--- src/rtl/tftd_pkg.sv ---
// ----------------------------------------------------------------------------
// Two-finger tap detector package
// Shared sizes, event codes and the control bundle of the distance unit.
// ----------------------------------------------------------------------------
package tftd_pkg;

  localparam int SLOTS      = 10;
  localparam int COORD_BITS = 16;
  localparam int SLOT_W     = $clog2(SLOTS);
  localparam int VALUE_W    = 17;
  localparam int LIMIT_W    = 33;
  localparam int MS_W       = 16;
  localparam int COUNT_W    = 4;
  localparam int CFG_IDX_W  = 1;

  // Event codes on func
  localparam logic [2:0] FN_SLOT  = 3'd0;
  localparam logic [2:0] FN_TRACK = 3'd1;
  localparam logic [2:0] FN_POS_X = 3'd2;
  localparam logic [2:0] FN_POS_Y = 3'd3;
  localparam logic [2:0] FN_SYNC  = 3'd4;
  localparam logic [2:0] FN_TICK  = 3'd5;

  // Configuration register indexes
  localparam logic [CFG_IDX_W-1:0] REG_MOVE_LIMIT = 1'd0;
  localparam logic [CFG_IDX_W-1:0] REG_TIMEOUT    = 1'd1;

  localparam logic [VALUE_W-1:0] ID_NONE = '1;
  localparam logic [LIMIT_W-1:0] MOVE_LIMIT_RESET = LIMIT_W'(75 * 75);
  localparam logic [MS_W-1:0]    TIMEOUT_RESET    = MS_W'(200);

  // Steps of one slot in the distance unit
  typedef enum logic [1:0] {
    DP_DX,
    DP_DY,
    DP_SQ,
    DP_CMP
  } dist_phase_t;

  typedef struct packed {
    logic        clr;
    logic        run;
    dist_phase_t phase;
    logic        slot_active;
  } dist_ctl_t;

endpackage

--- src/rtl/tftd_dist_unit.sv ---
// ----------------------------------------------------------------------------
// Movement distance unit
// One shared squarer walks the squared distance of one slot over four steps
// and keeps a sticky flag when an active slot moved past the limit.
// ----------------------------------------------------------------------------
module tftd_dist_unit import tftd_pkg::*; (
  input  logic                  clk,
  input  dist_ctl_t             ctl,
  input  logic [COORD_BITS-1:0] x,
  input  logic [COORD_BITS-1:0] y,
  input  logic [COORD_BITS-1:0] start_x,
  input  logic [COORD_BITS-1:0] start_y,
  input  logic [LIMIT_W-1:0]    move_limit_sq,
  output logic                  moved
);

  logic signed [COORD_BITS:0]       d;
  logic signed [2*COORD_BITS+1:0]   prod;
  logic [2*COORD_BITS-1:0]          sq_x;
  logic [2*COORD_BITS-1:0]          sq_y;
  logic [2*COORD_BITS:0]            sum;

  // Single squarer shared by both axes
  assign prod = d * d;
  assign sum  = {1'b0, sq_x} + {1'b0, sq_y};

  // Step through difference, square and compare
  always_ff @(posedge clk) begin
    if (ctl.clr) begin
      moved <= 1'b0;
    end else if (ctl.run) begin
      unique case (ctl.phase)
        DP_DX: begin
          d <= $signed({1'b0, x}) - $signed({1'b0, start_x});
        end
        DP_DY: begin
          sq_x <= prod[2*COORD_BITS-1:0];
          d    <= $signed({1'b0, y}) - $signed({1'b0, start_y});
        end
        DP_SQ: begin
          sq_y <= prod[2*COORD_BITS-1:0];
        end
        DP_CMP: begin
          if (ctl.slot_active && (LIMIT_W'(sum) > move_limit_sq)) begin
            moved <= 1'b1;
          end
        end
        default: ;
      endcase
    end
  end

endmodule

--- src/rtl/two_finger_tap_detector_core.sv ---
// Slot, id, position and tick items are done without leaving idle; a sync that
// latches start positions walks all slots in S_LATCH (one slot copied per cycle).
// A lift under a pending tap runs the shared squarer over every slot (four steps
// a slot); if still and in time, it then offers the press and release items.
// Throughput: one item at a time; ready is low while an item is in work.
// Reset: synchronous, clears all contacts, counters and flags, restores registers.
// ----------------------------------------------------------------------------
// Two-finger tap detector core
// Tracks multitouch slot events and emits a right click for a short, still
// two-finger tap.
// ----------------------------------------------------------------------------
module two_finger_tap_detector_core import tftd_pkg::*; (
  input  logic                      clk,
  input  logic                      rst,
  input  logic                      in_valid,
  output logic                      in_ready,
  input  logic [2:0]                func,
  input  logic signed [VALUE_W-1:0] value,
  output logic                      out_valid,
  input  logic                      out_ready,
  output logic                      button_down,
  output logic                      last_of_run,
  input  logic                      cfg_we,
  input  logic [CFG_IDX_W-1:0]      cfg_index,
  input  logic [LIMIT_W-1:0]        cfg_data
);

  typedef enum logic [2:0] {
    S_IDLE,
    S_LATCH,
    S_CHECK,
    S_DECIDE,
    S_PRESS,
    S_RELEASE
  } state_t;

  state_t                  state;
  logic [SLOT_W-1:0]       idx;
  dist_phase_t             phase;
  logic [SLOT_W-1:0]       sel;
  logic [COUNT_W-1:0]      finger_count;
  logic [COUNT_W-1:0]      count_up;
  logic                    tap_pending;
  logic                    starts_latched;
  logic [MS_W-1:0]         tap_elapsed_ms;
  logic                    time_ok;
  logic [SLOTS-1:0]        slot_active;
  logic [LIMIT_W-1:0]      move_limit_sq;
  logic [MS_W-1:0]         tap_limit_ms;

  logic [COORD_BITS-1:0]   slot_x       [SLOTS];
  logic [COORD_BITS-1:0]   slot_y       [SLOTS];
  logic [COORD_BITS-1:0]   slot_start_x [SLOTS];
  logic [COORD_BITS-1:0]   slot_start_y [SLOTS];

  logic                    accept;
  logic [VALUE_W-1:0]      raw;
  logic [COORD_BITS-1:0]   coord;
  logic                    is_lift;
  logic                    is_land;
  logic                    last_slot;
  logic                    moved;
  dist_ctl_t               dctl;

  assign in_ready  = (state == S_IDLE);
  assign accept    = in_valid && in_ready;
  assign raw       = value;
  assign coord     = raw[COORD_BITS-1:0];
  assign is_lift   = slot_active[sel] && (raw == ID_NONE);
  assign is_land   = !slot_active[sel] && (raw != ID_NONE);
  assign last_slot = (idx == SLOT_W'(SLOTS - 1));
  assign count_up  = (finger_count != '1) ? finger_count + 1'b1 : finger_count;

  // Drive the shared distance unit
  always_comb begin
    dctl.clr         = accept && (func == FN_TRACK);
    dctl.run         = (state == S_CHECK);
    dctl.phase       = phase;
    dctl.slot_active = slot_active[idx];
  end

  tftd_dist_unit u_dist (
    .clk           (clk),
    .ctl           (dctl),
    .x             (slot_x[idx]),
    .y             (slot_y[idx]),
    .start_x       (slot_start_x[idx]),
    .start_y       (slot_start_y[idx]),
    .move_limit_sq (move_limit_sq),
    .moved         (moved)
  );

  // Configuration registers
  always_ff @(posedge clk) begin
    if (rst) begin
      move_limit_sq <= MOVE_LIMIT_RESET;
      tap_limit_ms  <= TIMEOUT_RESET;
    end else if (cfg_we) begin
      unique case (cfg_index)
        REG_MOVE_LIMIT: move_limit_sq <= cfg_data;
        REG_TIMEOUT:    tap_limit_ms  <= cfg_data[MS_W-1:0];
        default: ;
      endcase
    end
  end

  // Slot position table: landing zeroes, position items write, sync sweep copies
  always_ff @(posedge clk) begin
    if (accept && (func == FN_TRACK) && is_land) begin
      slot_x[sel]       <= '0;
      slot_y[sel]       <= '0;
      slot_start_x[sel] <= '0;
      slot_start_y[sel] <= '0;
    end else if (accept && (func == FN_POS_X) && slot_active[sel]) begin
      slot_x[sel] <= coord;
    end else if (accept && (func == FN_POS_Y) && slot_active[sel]) begin
      slot_y[sel] <= coord;
    end else if ((state == S_LATCH) && slot_active[idx]) begin
      slot_start_x[idx] <= slot_x[idx];
      slot_start_y[idx] <= slot_y[idx];
    end
  end

  // Sequencer, contact state and result registers
  always_ff @(posedge clk) begin
    if (rst) begin
      state          <= S_IDLE;
      idx            <= '0;
      phase          <= DP_DX;
      sel            <= '0;
      finger_count   <= '0;
      tap_pending    <= 1'b0;
      starts_latched <= 1'b0;
      tap_elapsed_ms <= '0;
      time_ok        <= 1'b0;
      slot_active    <= '0;
      out_valid      <= 1'b0;
      button_down    <= 1'b0;
      last_of_run    <= 1'b0;
    end else begin
      unique case (state)
        S_IDLE: begin
          if (accept) begin
            unique case (func)
              FN_SLOT: begin
                if (raw < VALUE_W'(SLOTS)) begin
                  sel <= raw[SLOT_W-1:0];
                end
              end
              FN_TRACK: begin
                if (is_lift) begin
                  if (finger_count != '0) begin
                    finger_count <= finger_count - 1'b1;
                  end
                  if (tap_pending && (finger_count == COUNT_W'(2))) begin
                    // run the movement check before the slot drops
                    tap_pending    <= 1'b0;
                    starts_latched <= 1'b0;
                    time_ok        <= (tap_elapsed_ms < tap_limit_ms);
                    idx            <= '0;
                    phase          <= DP_DX;
                    state          <= S_CHECK;
                  end else begin
                    slot_active[sel] <= 1'b0;
                  end
                end else if (is_land) begin
                  slot_active[sel] <= 1'b1;
                  finger_count     <= count_up;
                  if (count_up == COUNT_W'(2)) begin
                    tap_pending    <= 1'b1;
                    tap_elapsed_ms <= '0;
                    starts_latched <= 1'b0;
                  end else begin
                    tap_pending <= 1'b0;
                  end
                end
              end
              FN_SYNC: begin
                if (tap_pending && (finger_count == COUNT_W'(2)) && !starts_latched) begin
                  starts_latched <= 1'b1;
                  idx            <= '0;
                  state          <= S_LATCH;
                end else if ((finger_count != COUNT_W'(2)) && tap_pending) begin
                  tap_pending    <= 1'b0;
                  starts_latched <= 1'b0;
                end
              end
              FN_TICK: begin
                if (tap_elapsed_ms != '1) begin
                  tap_elapsed_ms <= tap_elapsed_ms + 1'b1;
                end
              end
              default: ;
            endcase
          end
        end
        S_LATCH: begin
          // copy one slot per cycle
          if (last_slot) begin
            state <= S_IDLE;
          end else begin
            idx <= idx + 1'b1;
          end
        end
        S_CHECK: begin
          unique case (phase)
            DP_DX:  phase <= DP_DY;
            DP_DY:  phase <= DP_SQ;
            DP_SQ:  phase <= DP_CMP;
            DP_CMP: begin
              phase <= DP_DX;
              if (last_slot) begin
                state <= S_DECIDE;
              end else begin
                idx <= idx + 1'b1;
              end
            end
            default: phase <= DP_DX;
          endcase
        end
        S_DECIDE: begin
          slot_active[sel] <= 1'b0;
          if (time_ok && !moved) begin
            out_valid   <= 1'b1;
            button_down <= 1'b1;
            last_of_run <= 1'b0;
            state       <= S_PRESS;
          end else begin
            state <= S_IDLE;
          end
        end
        S_PRESS: begin
          if (out_ready) begin
            button_down <= 1'b0;
            last_of_run <= 1'b1;
            state       <= S_RELEASE;
          end
        end
        S_RELEASE: begin
          if (out_ready) begin
            out_valid   <= 1'b0;
            last_of_run <= 1'b0;
            state       <= S_IDLE;
          end
        end
        default: state <= S_IDLE;
      endcase
    end
  end

  // Never take an item while a click is still being offered
  a_no_overlap: assert property (@(posedge clk) disable iff (rst)
    !(in_ready && out_valid))
    else $error("input taken while click pending");

  // A taken press is always followed by the closing release
  a_press_release: assert property (@(posedge clk) disable iff (rst)
    (out_valid && out_ready && button_down) |=>
      (out_valid && !button_down && last_of_run))
    else $error("press not followed by release");

  // A pending tap only exists with exactly two fingers down
  a_pending_two: assert property (@(posedge clk) disable iff (rst)
    tap_pending |-> (finger_count == COUNT_W'(2)))
    else $error("tap pending without two fingers");

endmodule

--- config.mk ---
export PLATFORM = sky130hd
export DESIGN_NAME = two_finger_tap_detector_core
export DESIGN_NICKNAME = d
export VERILOG_FILES = /design/src/rtl/tftd_pkg.sv /design/src/rtl/tftd_dist_unit.sv /design/src/rtl/two_finger_tap_detector_core.sv
export SDC_FILE = /design/constraint.sdc
export NUM_CORES = 2
export LEC_CHECK = 0
export BUFFER_PORTS_ARGS = -buffer_cell sky130_fd_sc_hd__buf_2
export CORE_MARGIN = 10
export CORE_UTILIZATION = 60
export CTS_CLUSTER_SIZE = 16
export DETAILED_ROUTE_END_ITERATION = 8
export GPL_TIMING_DRIVEN = 0
export PLACE_DENSITY = 0.76
export SYNTH_ARGS = -nofsm -noshare
export SYNTH_HDL_FRONTEND = slang
export SYNTH_SLANG_ARGS = --single-unit
--- constraint.sdc ---
create_clock -name clk -period 9.7 [get_ports clk]
set_clock_uncertainty 0.05 [all_clocks]
set_input_delay 0.485 -clock clk [delete_from_list [all_inputs] [get_ports clk]]
set_output_delay 0.485 -clock clk [all_outputs]
set_load 0.005 [all_outputs]
After elaboration in Yosys (flattened, before gate mapping)

Memories as Yosys holds them, arrays and structs flattened. A register that Yosys moved wholly into a read port is not among the register bits.
Index checks and enable logic that the tools add are counted.

Register bits: 180
Latch bits: 0
RAM bits: 640
Memory bits (read-only): 0
Input port bits: 59
Output and inout bits: 4
Word-level logic and storage cells: 243
Memories kept: 4

Add/subtract/negate cells: 7
$mul: 1
Divide/modulo/power cells: 0
$lt $le $gt $ge: 6
Equal/unequal tests: 48
Shift operators: 0
Multiplexer cells: 97
Bitwise operators: 7
Reductions and logical operators: 54

Memories:

| name         | words | width | read ports | clocked after memory_dff | write ports | line                               | source |
|---|---|---|---|---|---|---|---|
| slot_start_x | 10    | 16    | 1          | 1                        | 1           | two_finger_tap_detector_core.sv:53 | `logic [COORD_BITS-1:0] slot_start_x [SLOTS];` |
| slot_start_y | 10    | 16    | 1          | 1                        | 1           | two_finger_tap_detector_core.sv:54 | `logic [COORD_BITS-1:0] slot_start_y [SLOTS];` |
| slot_x       | 10    | 16    | 1          | 1                        | 1           | two_finger_tap_detector_core.sv:51 | `logic [COORD_BITS-1:0] slot_x [SLOTS];` |
| slot_y       | 10    | 16    | 1          | 1                        | 1           | two_finger_tap_detector_core.sv:52 | `logic [COORD_BITS-1:0] slot_y [SLOTS];` |

Operators with widths:

| kind                                                                          | number |
|---|---|
| 16-bit 2-to-1 mux                                                             | 8 |
| 4-bit 2-to-1 mux                                                              | 20 |
| 10-bit 2-to-1 mux                                                             | 5 |
| 17-bit case mux with 2 select lines                                           | 1 |
| 16-bit by 16-bit subtractor with 17-bit output                                | 2 |
| 32-bit by 32-bit adder with 33-bit output                                     | 1 |
| 33-bit greater-than comparator                                                | 1 |
| 1-bit 2-to-1 mux                                                              | 33 |
| 17-bit by 17-bit multiplier with 32-bit output                                | 1 |
| 16-bit case mux with 2 select lines                                           | 1 |
| 16-bit OR reduction                                                           | 2 |
| 3-bit 2-to-1 mux                                                              | 10 |
| 7-bit AND reduction                                                           | 4 |
| 2-bit != test, second input constant                                          | 10 |
| 10-bit case mux with 2 select lines                                           | 1 |
| 5-bit AND reduction                                                           | 4 |
| 3-bit case mux with 6 select lines                                            | 1 |
| 3-bit AND reduction                                                           | 6 |
| 17-bit equality test, second input constant                                   | 1 |
| 17-bit by 4-bit less-than comparator with 1-bit output, second input constant | 1 |
| 17-bit != test, second input constant                                         | 1 |
| 16-bit by 1-bit adder with 16-bit output, second input constant               | 1 |
| 1-bit logical AND                                                             | 16 |
| 16-bit less-than comparator                                                   | 1 |
| 42 further kinds                                                              | 88 |

Depth between registers and ports, before layout

Depth after elaboration: 11
Depth in mapped cells: 25
Depth with buffers taken out: 23

Modules after synthesis

A second synthesis with hierarchy kept.

Cell total of the unflattened synthesis: 3526
Area total of the unflattened synthesis: 45859.0 sq um

Modules (own cells, without submodules):

| module                       | times used | cells an instance | area each (sq um) | sequential area each (sq um) |
|---|---|---|---|---|
| two_finger_tap_detector_core | 1          | 1881              | 30350.4           | 21260.4 |
| tftd_dist_unit               | 1          | 1645              | 15508.6           | 2392.3 |

Worst setup path before layout

No wires, ideal clock.

Path type: register -> register
From: register u_dist.d[16]
To: register u_dist.sq_x[31], data pin
Setup time: 0.264 ns
Data arrival time: 6.103 ns
Required time: 9.386 ns
Path slack: 3.283 ns
Cell stages (with the launch flop): 25
Buffers on the path: 3
Clock period less this slack: 6.417 ns
Cell sequence: edfxtp_1 clkbuf_1 clkbuf_1 nand2_1 inv_1 fa_1 inv_1 fa_1 inv_1 fa_1 fa_1 fa_1 inv_1 fa_1 inv_1 ha_1 clkbuf_1 a211o_1 a2111oi_0 o21ai_0 a21oi_1 o211ai_1 a31o_2 a21oi_1 xnor2_1

Cells in the longest elaborated chain, start to end: 1

RTL lines:

| element                                        | line                 | source |
|---|---|---|
| from (decl)                                    | tftd_dist_unit.sv:17 | `logic signed [COORD_BITS:0] d;` |
| from (signal assigned)                         | tftd_dist_unit.sv:34 | `d <= $signed({1'b0, x}) - $signed({1'b0, start_x});` |
| from (signal assigned)                         | tftd_dist_unit.sv:38 | `d <= $signed({1'b0, y}) - $signed({1'b0, start_y});` |
| 17-bit by 17-bit multiplier with 32-bit output | tftd_dist_unit.sv:24 | `assign prod = d * d;` |
| named net u_dist.prod[31]                      | tftd_dist_unit.sv:18 | `logic signed [2*COORD_BITS+1:0] prod;` |
| to (signal assigned)                           | tftd_dist_unit.sv:37 | `sq_x <= prod[2*COORD_BITS-1:0];` |
| to (decl)                                      | tftd_dist_unit.sv:19 | `logic [2*COORD_BITS-1:0] sq_x;` |

The timed path passes the listed nets, and every way through them passes these cells.
A chain may end at the register's enable or synchronous reset.

Final worst setup path

From: register u_dist.d[16]
To: register u_dist.sq_y[31], data pin

Cells in the longest elaborated chain, start to end: 1

RTL lines:

| element                                        | line                 | source |
|---|---|---|
| 17-bit by 17-bit multiplier with 32-bit output | tftd_dist_unit.sv:24 |  |
| named net u_dist.prod[31]                      | tftd_dist_unit.sv:18 |  |
| to (signal assigned)                           | tftd_dist_unit.sv:41 | `sq_y <= prod[2*COORD_BITS-1:0];` |
| to (decl)                                      | tftd_dist_unit.sv:20 | `logic [2*COORD_BITS-1:0] sq_y;` |

The timed path passes the listed nets, and every way through them passes these cells.

==> summary.md <==
| Metric | Value |
|---|---|
| FF-to-FF Start | u_dist.d[16] |
| Core Area | 74700 um2 |
| Leading cell type in the layout, fill and taps excluded | edfxtp_1 |
| Startpoint kind of the worst setup timing path | flip-flop |
| Fillers | 5122 |
| Mean number of vias per cell | 6.08 |
| Static leakage | 0.0191 uW |
| Die outline width | 295 um |
| Share of the cycle needed by the critical path after routing | 80.0% |
| DRC violation total after the first TritonRoute iteration | 2908 |
| TritonCTS clock tree | done |
| Critical path data arrival time | 8.08 ns |
| Sort of element at the end of the critical path | flip-flop |
| Least-Margin Pin Slew | 1.07 ns |
| Ratio of total power to cell area | 141 nW/um2 |
| Highest clock frequency the design can meet | 129 MHz |
| Most used flip-flop cell after synthesis | edfxtp_1 |
| Syn_area_per_cell | 13.2 um2 |
| RSZ-0062 raised after global routing | false |
| Number of global-route vias before repair | 28600 |
| Register area share after synthesis | 52.1% |
| Hold violation total from the final report | 0 |
| Max H-tree Level | 3 |
| Overflow after GRT | 0 |
| Final WL | 108000 um |
| Y dimension of the die | 295 um |
| Global-route wire length before repair | 168000 um |
| Aggregate global-route resource usage | 25.3% |
| Depth of the worst register-to-register path | 24 |
| Clock net sink count | 822 |
| Pin count of the biggest net entering global routing | 32 |
| Relative area change from synthesis to final layout | 10.8% |
| CTS Hold Bufs | 0 |
| Maximum resistive drop on vdd | 0.244 mV |
| Number of setup buffers added after CTS | 0 |
| Syn. warnings | 0 |
| Capture instance of the worst register-to-register path | u_dist.sq_y[31] |
| First-pass DRT Iterations | 6 |
| Longest Clk Path Bufs | 3 |
| Net count after synthesis | 3960 |
| Crit Path Class | flip-flop to flip-flop |
| Result of the run | complete, no violations |
| Final HPWL from detailed placement | 77600 um |
| Clock input transition at the sequential cells of the worst setup and hold paths | 0.06 ns |
| Number of max-slew violations in the final report | 0 |
| Antenna violations before repair | 0 |
| Cell at the root of the clock tree | clkbuf_16 |
| Final setup margin | 1.94 ns |
| Final min period | 7.76 ns |
| Number of storage elements in the synthesis netlist | 822 |
| Startpoint of the tightest hold check path | cfg_data[31] |
| Finished Core Util | 67.3% |
| Clk Latency, worst-skew pair | 0.67 ns |
| Ports | 63 |
| Synthesized cell area | 45400 um2 |
| Number of clock buffers inserted by TritonCTS | 83 |
| Die area | 87000 um2 |
| Number of setup violations in the final report | 0 |
| Starting Density | 60.7% |
| Antenna viol nets, final | 0 |
| Hold path depth | 3 |
| Top library cells by usage in the layout, fill and taps aside | 719 x edfxtp_1, 413 x inv_1, 273 x nand2_1, 258 x fa_1, 206 x ha_1 |
| GPL Wtd Cong | 0.896 |
| Total of max-cap violations | 0 |
| I/O Buffers | 60 |
| Internal reg-to-reg setup slack | 1.94 ns |
| Setup slack after placement | 1.91 ns |
| Setup TNS | 0 ns |
| Worst min-delay path category | input pin to flip-flop |
| Post-synthesis async set-or-reset flop share | 0% |
| Net count reported at finish | 4135 |
| Headroom to the max-slew limit | 28.1% |
| Worst hold path endpoint | move_limit_sq[31] |
| Via count | 28300 |
| Standard-cell row count | 100 |
| Post-detailed-route DRC marker count | 0 |
| Number of unique standard cell types used by synthesis | 77 |
| WP data required | 10.02 ns |
| Total of cells resized after clock tree synthesis | 0 |
| Routed length per placed instance | 23.3 um |
| Worst-path maximum fanout | 10 |
| Synthesized instance count | 3437 |
| Count of flip-flops with a built-in enable after synthesis | 719 |
| Share of final-layout standard cells stronger than drive strength 1 | 12.2% |
[worst max path at each step]
stage,to,from,slack (ns),cells after the start
3_3_place_gp,u_dist.sq_x[31],u_dist.d[16],1.87,24
4_1_cts,u_dist.sq_y[31],u_dist.d[16],1.91,24
6_report,u_dist.sq_y[31],u_dist.d[16],1.94,24
2_1_floorplan,u_dist.sq_x[31],u_dist.d[16],3.28,24
3_5_place_dp,u_dist.sq_y[31],u_dist.d[16],1.91,24
5_1_grt,u_dist.sq_y[31],u_dist.d[16],1.56,24
[kinds of logic (layout without fill, tap and decap cells)]
| group | Yosys count | in the layout | synth area share [%] |
|---|---|---|---|
| XOR/XNOR | 110 | 110 | 2.12 |
| buffers and inverters | 547 | 791 | 4.61 |
| AO/OA/AOI/OAI | 457 | 457 | 6.45 |
| AND/OR/NAND/NOR | 790 | 790 | 8.42 |
| adder cells (fa/ha/maj) | 464 | 464 | 17.1 |
| multiplexers | 247 | 247 | 9.19 |
| other | 0 | 1 | 0 |
| flip-flops | 822 | 822 | 52.1 |
[routing by layer]
layer | part of all wire, % | vias to the layer above | wire length [um] | global-route usage, %
met1 | 40 | 14100 | 42900 | 33.2
met4 | 4.6 | 0 | 4940 | 10.9
met3 | 7.5 | 274 | 8090 | 4.01
met5 | 0 | - | 0 | 0
li1 | - | 12500 | - | -
met2 | 48 | 1297 | 52400 | 41.6
[flip-flops by register name (all words and copies together), names as in the netlist, 2 cells and up, named ones only]
name,cells
slot_start_x,160
slot_start_y,160
slot_x,160
slot_y,160
move_limit_sq,33
u_dist.sq_x,31
u_dist.sq_y,31
u_dist.d,17
tap_elapsed_ms,16
tap_limit_ms,16
slot_active,10
finger_count,4
idx,4
sel,4
state,3
phase,2
[power by group]
| part | internal [uW] | total, uW | switching (uW) |
|---|---|---|---|
| Combinational | 60.7 | 165 | 104 |
| Sequential | 3810 | 3810 | 6.69 |
| Clock | 1730 | 3120 | 1390 |
| Total | 5600 | 7100 | 1500 |
[worst max-delay path: stages (launching register included)]
cell	delay, ns
edfxtp_1	0.51
clkbuf_1	0.44
clkbuf_1	0.38
nand2_1	0.15
inv_1	0.11
fa_1	0.53
inv_1	0.16
fa_1	0.43
inv_1	0.08
fa_1	0.45
fa_1	0.52
fa_1	0.49
inv_1	0.05
fa_1	0.47
inv_1	0.04
ha_1	0.26
clkbuf_1	0.19
a211o_1	0.30
a2111oi_0	0.45
o21ai_0	0.15
a21oi_1	0.36
o211ai_1	0.20
a31o_2	0.26
a21oi_1	0.17
xnor2_1	0.30
[cell type report]
class                      count  area [um2]  area share [%]
antenna                        1        2.50         0.00498
inverter                     413        1550            3.08
clock buffer                 109        2240            4.45
multi-input combinational   2068       19700            39.3
sequential                   822       23700            47.1
buffer                       134         543            1.08
timing repair buffer          90         898            1.79
tap                          969        1210            2.41
clock inverter                45         408           0.812
[cell usage after synthesis, drive strengths merged (6+ instances only)]
| master | number | share of area [%] |
|---|---|---|
| xor2 | 45 | 0.87 |
| and3 | 47 | 0.65 |
| or3 | 8 | 0.11 |
| nand4 | 24 | 0.36 |
| edfxtp | 719 | 48 |
| o22ai | 6 | 0.083 |
| ha | 206 | 5.7 |
| and2 | 94 | 1.3 |
| a31oi | 17 | 0.23 |
| o21ai | 85 | 0.95 |
| nor2b | 63 | 0.87 |
| o21bai | 13 | 0.22 |
| o211ai | 17 | 0.28 |
| nor3b | 7 | 0.12 |
| mux2 | 37 | 0.92 |
| buf | 32 | 0.35 |
| nor2 | 165 | 1.4 |
| inv | 413 | 3.4 |
| xnor2 | 65 | 1.3 |
| a211oi | 45 | 0.74 |
| or2 | 8 | 0.11 |
| o21a | 20 | 0.33 |
| nand3 | 29 | 0.32 |
| mux2i | 78 | 1.7 |
| a21oi | 147 | 1.6 |
| nand2b | 20 | 0.28 |
| clkbuf | 102 | 0.84 |
| a21o | 42 | 0.69 |
| nor4 | 7 | 0.097 |
| nor3 | 35 | 0.40 |
| dfxtp | 103 | 4.5 |
| fa | 258 | 11 |
| nand2 | 273 | 2.3 |
| mux4 | 132 | 6.6 |
[through the flow]
step | hold slack [ns] | total power, uW | instance area [um2] | cells
4_1_cts | 0.00698 | 7120 | 50200 | 4650
3_3_place_gp | 0.393 | 4040 | 46900 | 4466
6_report | 0.0285 | 7100 | 50300 | 4651
2_1_floorplan | 0.382 | 3990 | 45400 | 3437
3_5_place_dp | 0.398 | 4050 | 47600 | 4496
5_1_grt | 0.0221 | 7280 | 50200 | 4650
No activity file was read; power rests on OpenSTA's default activity.
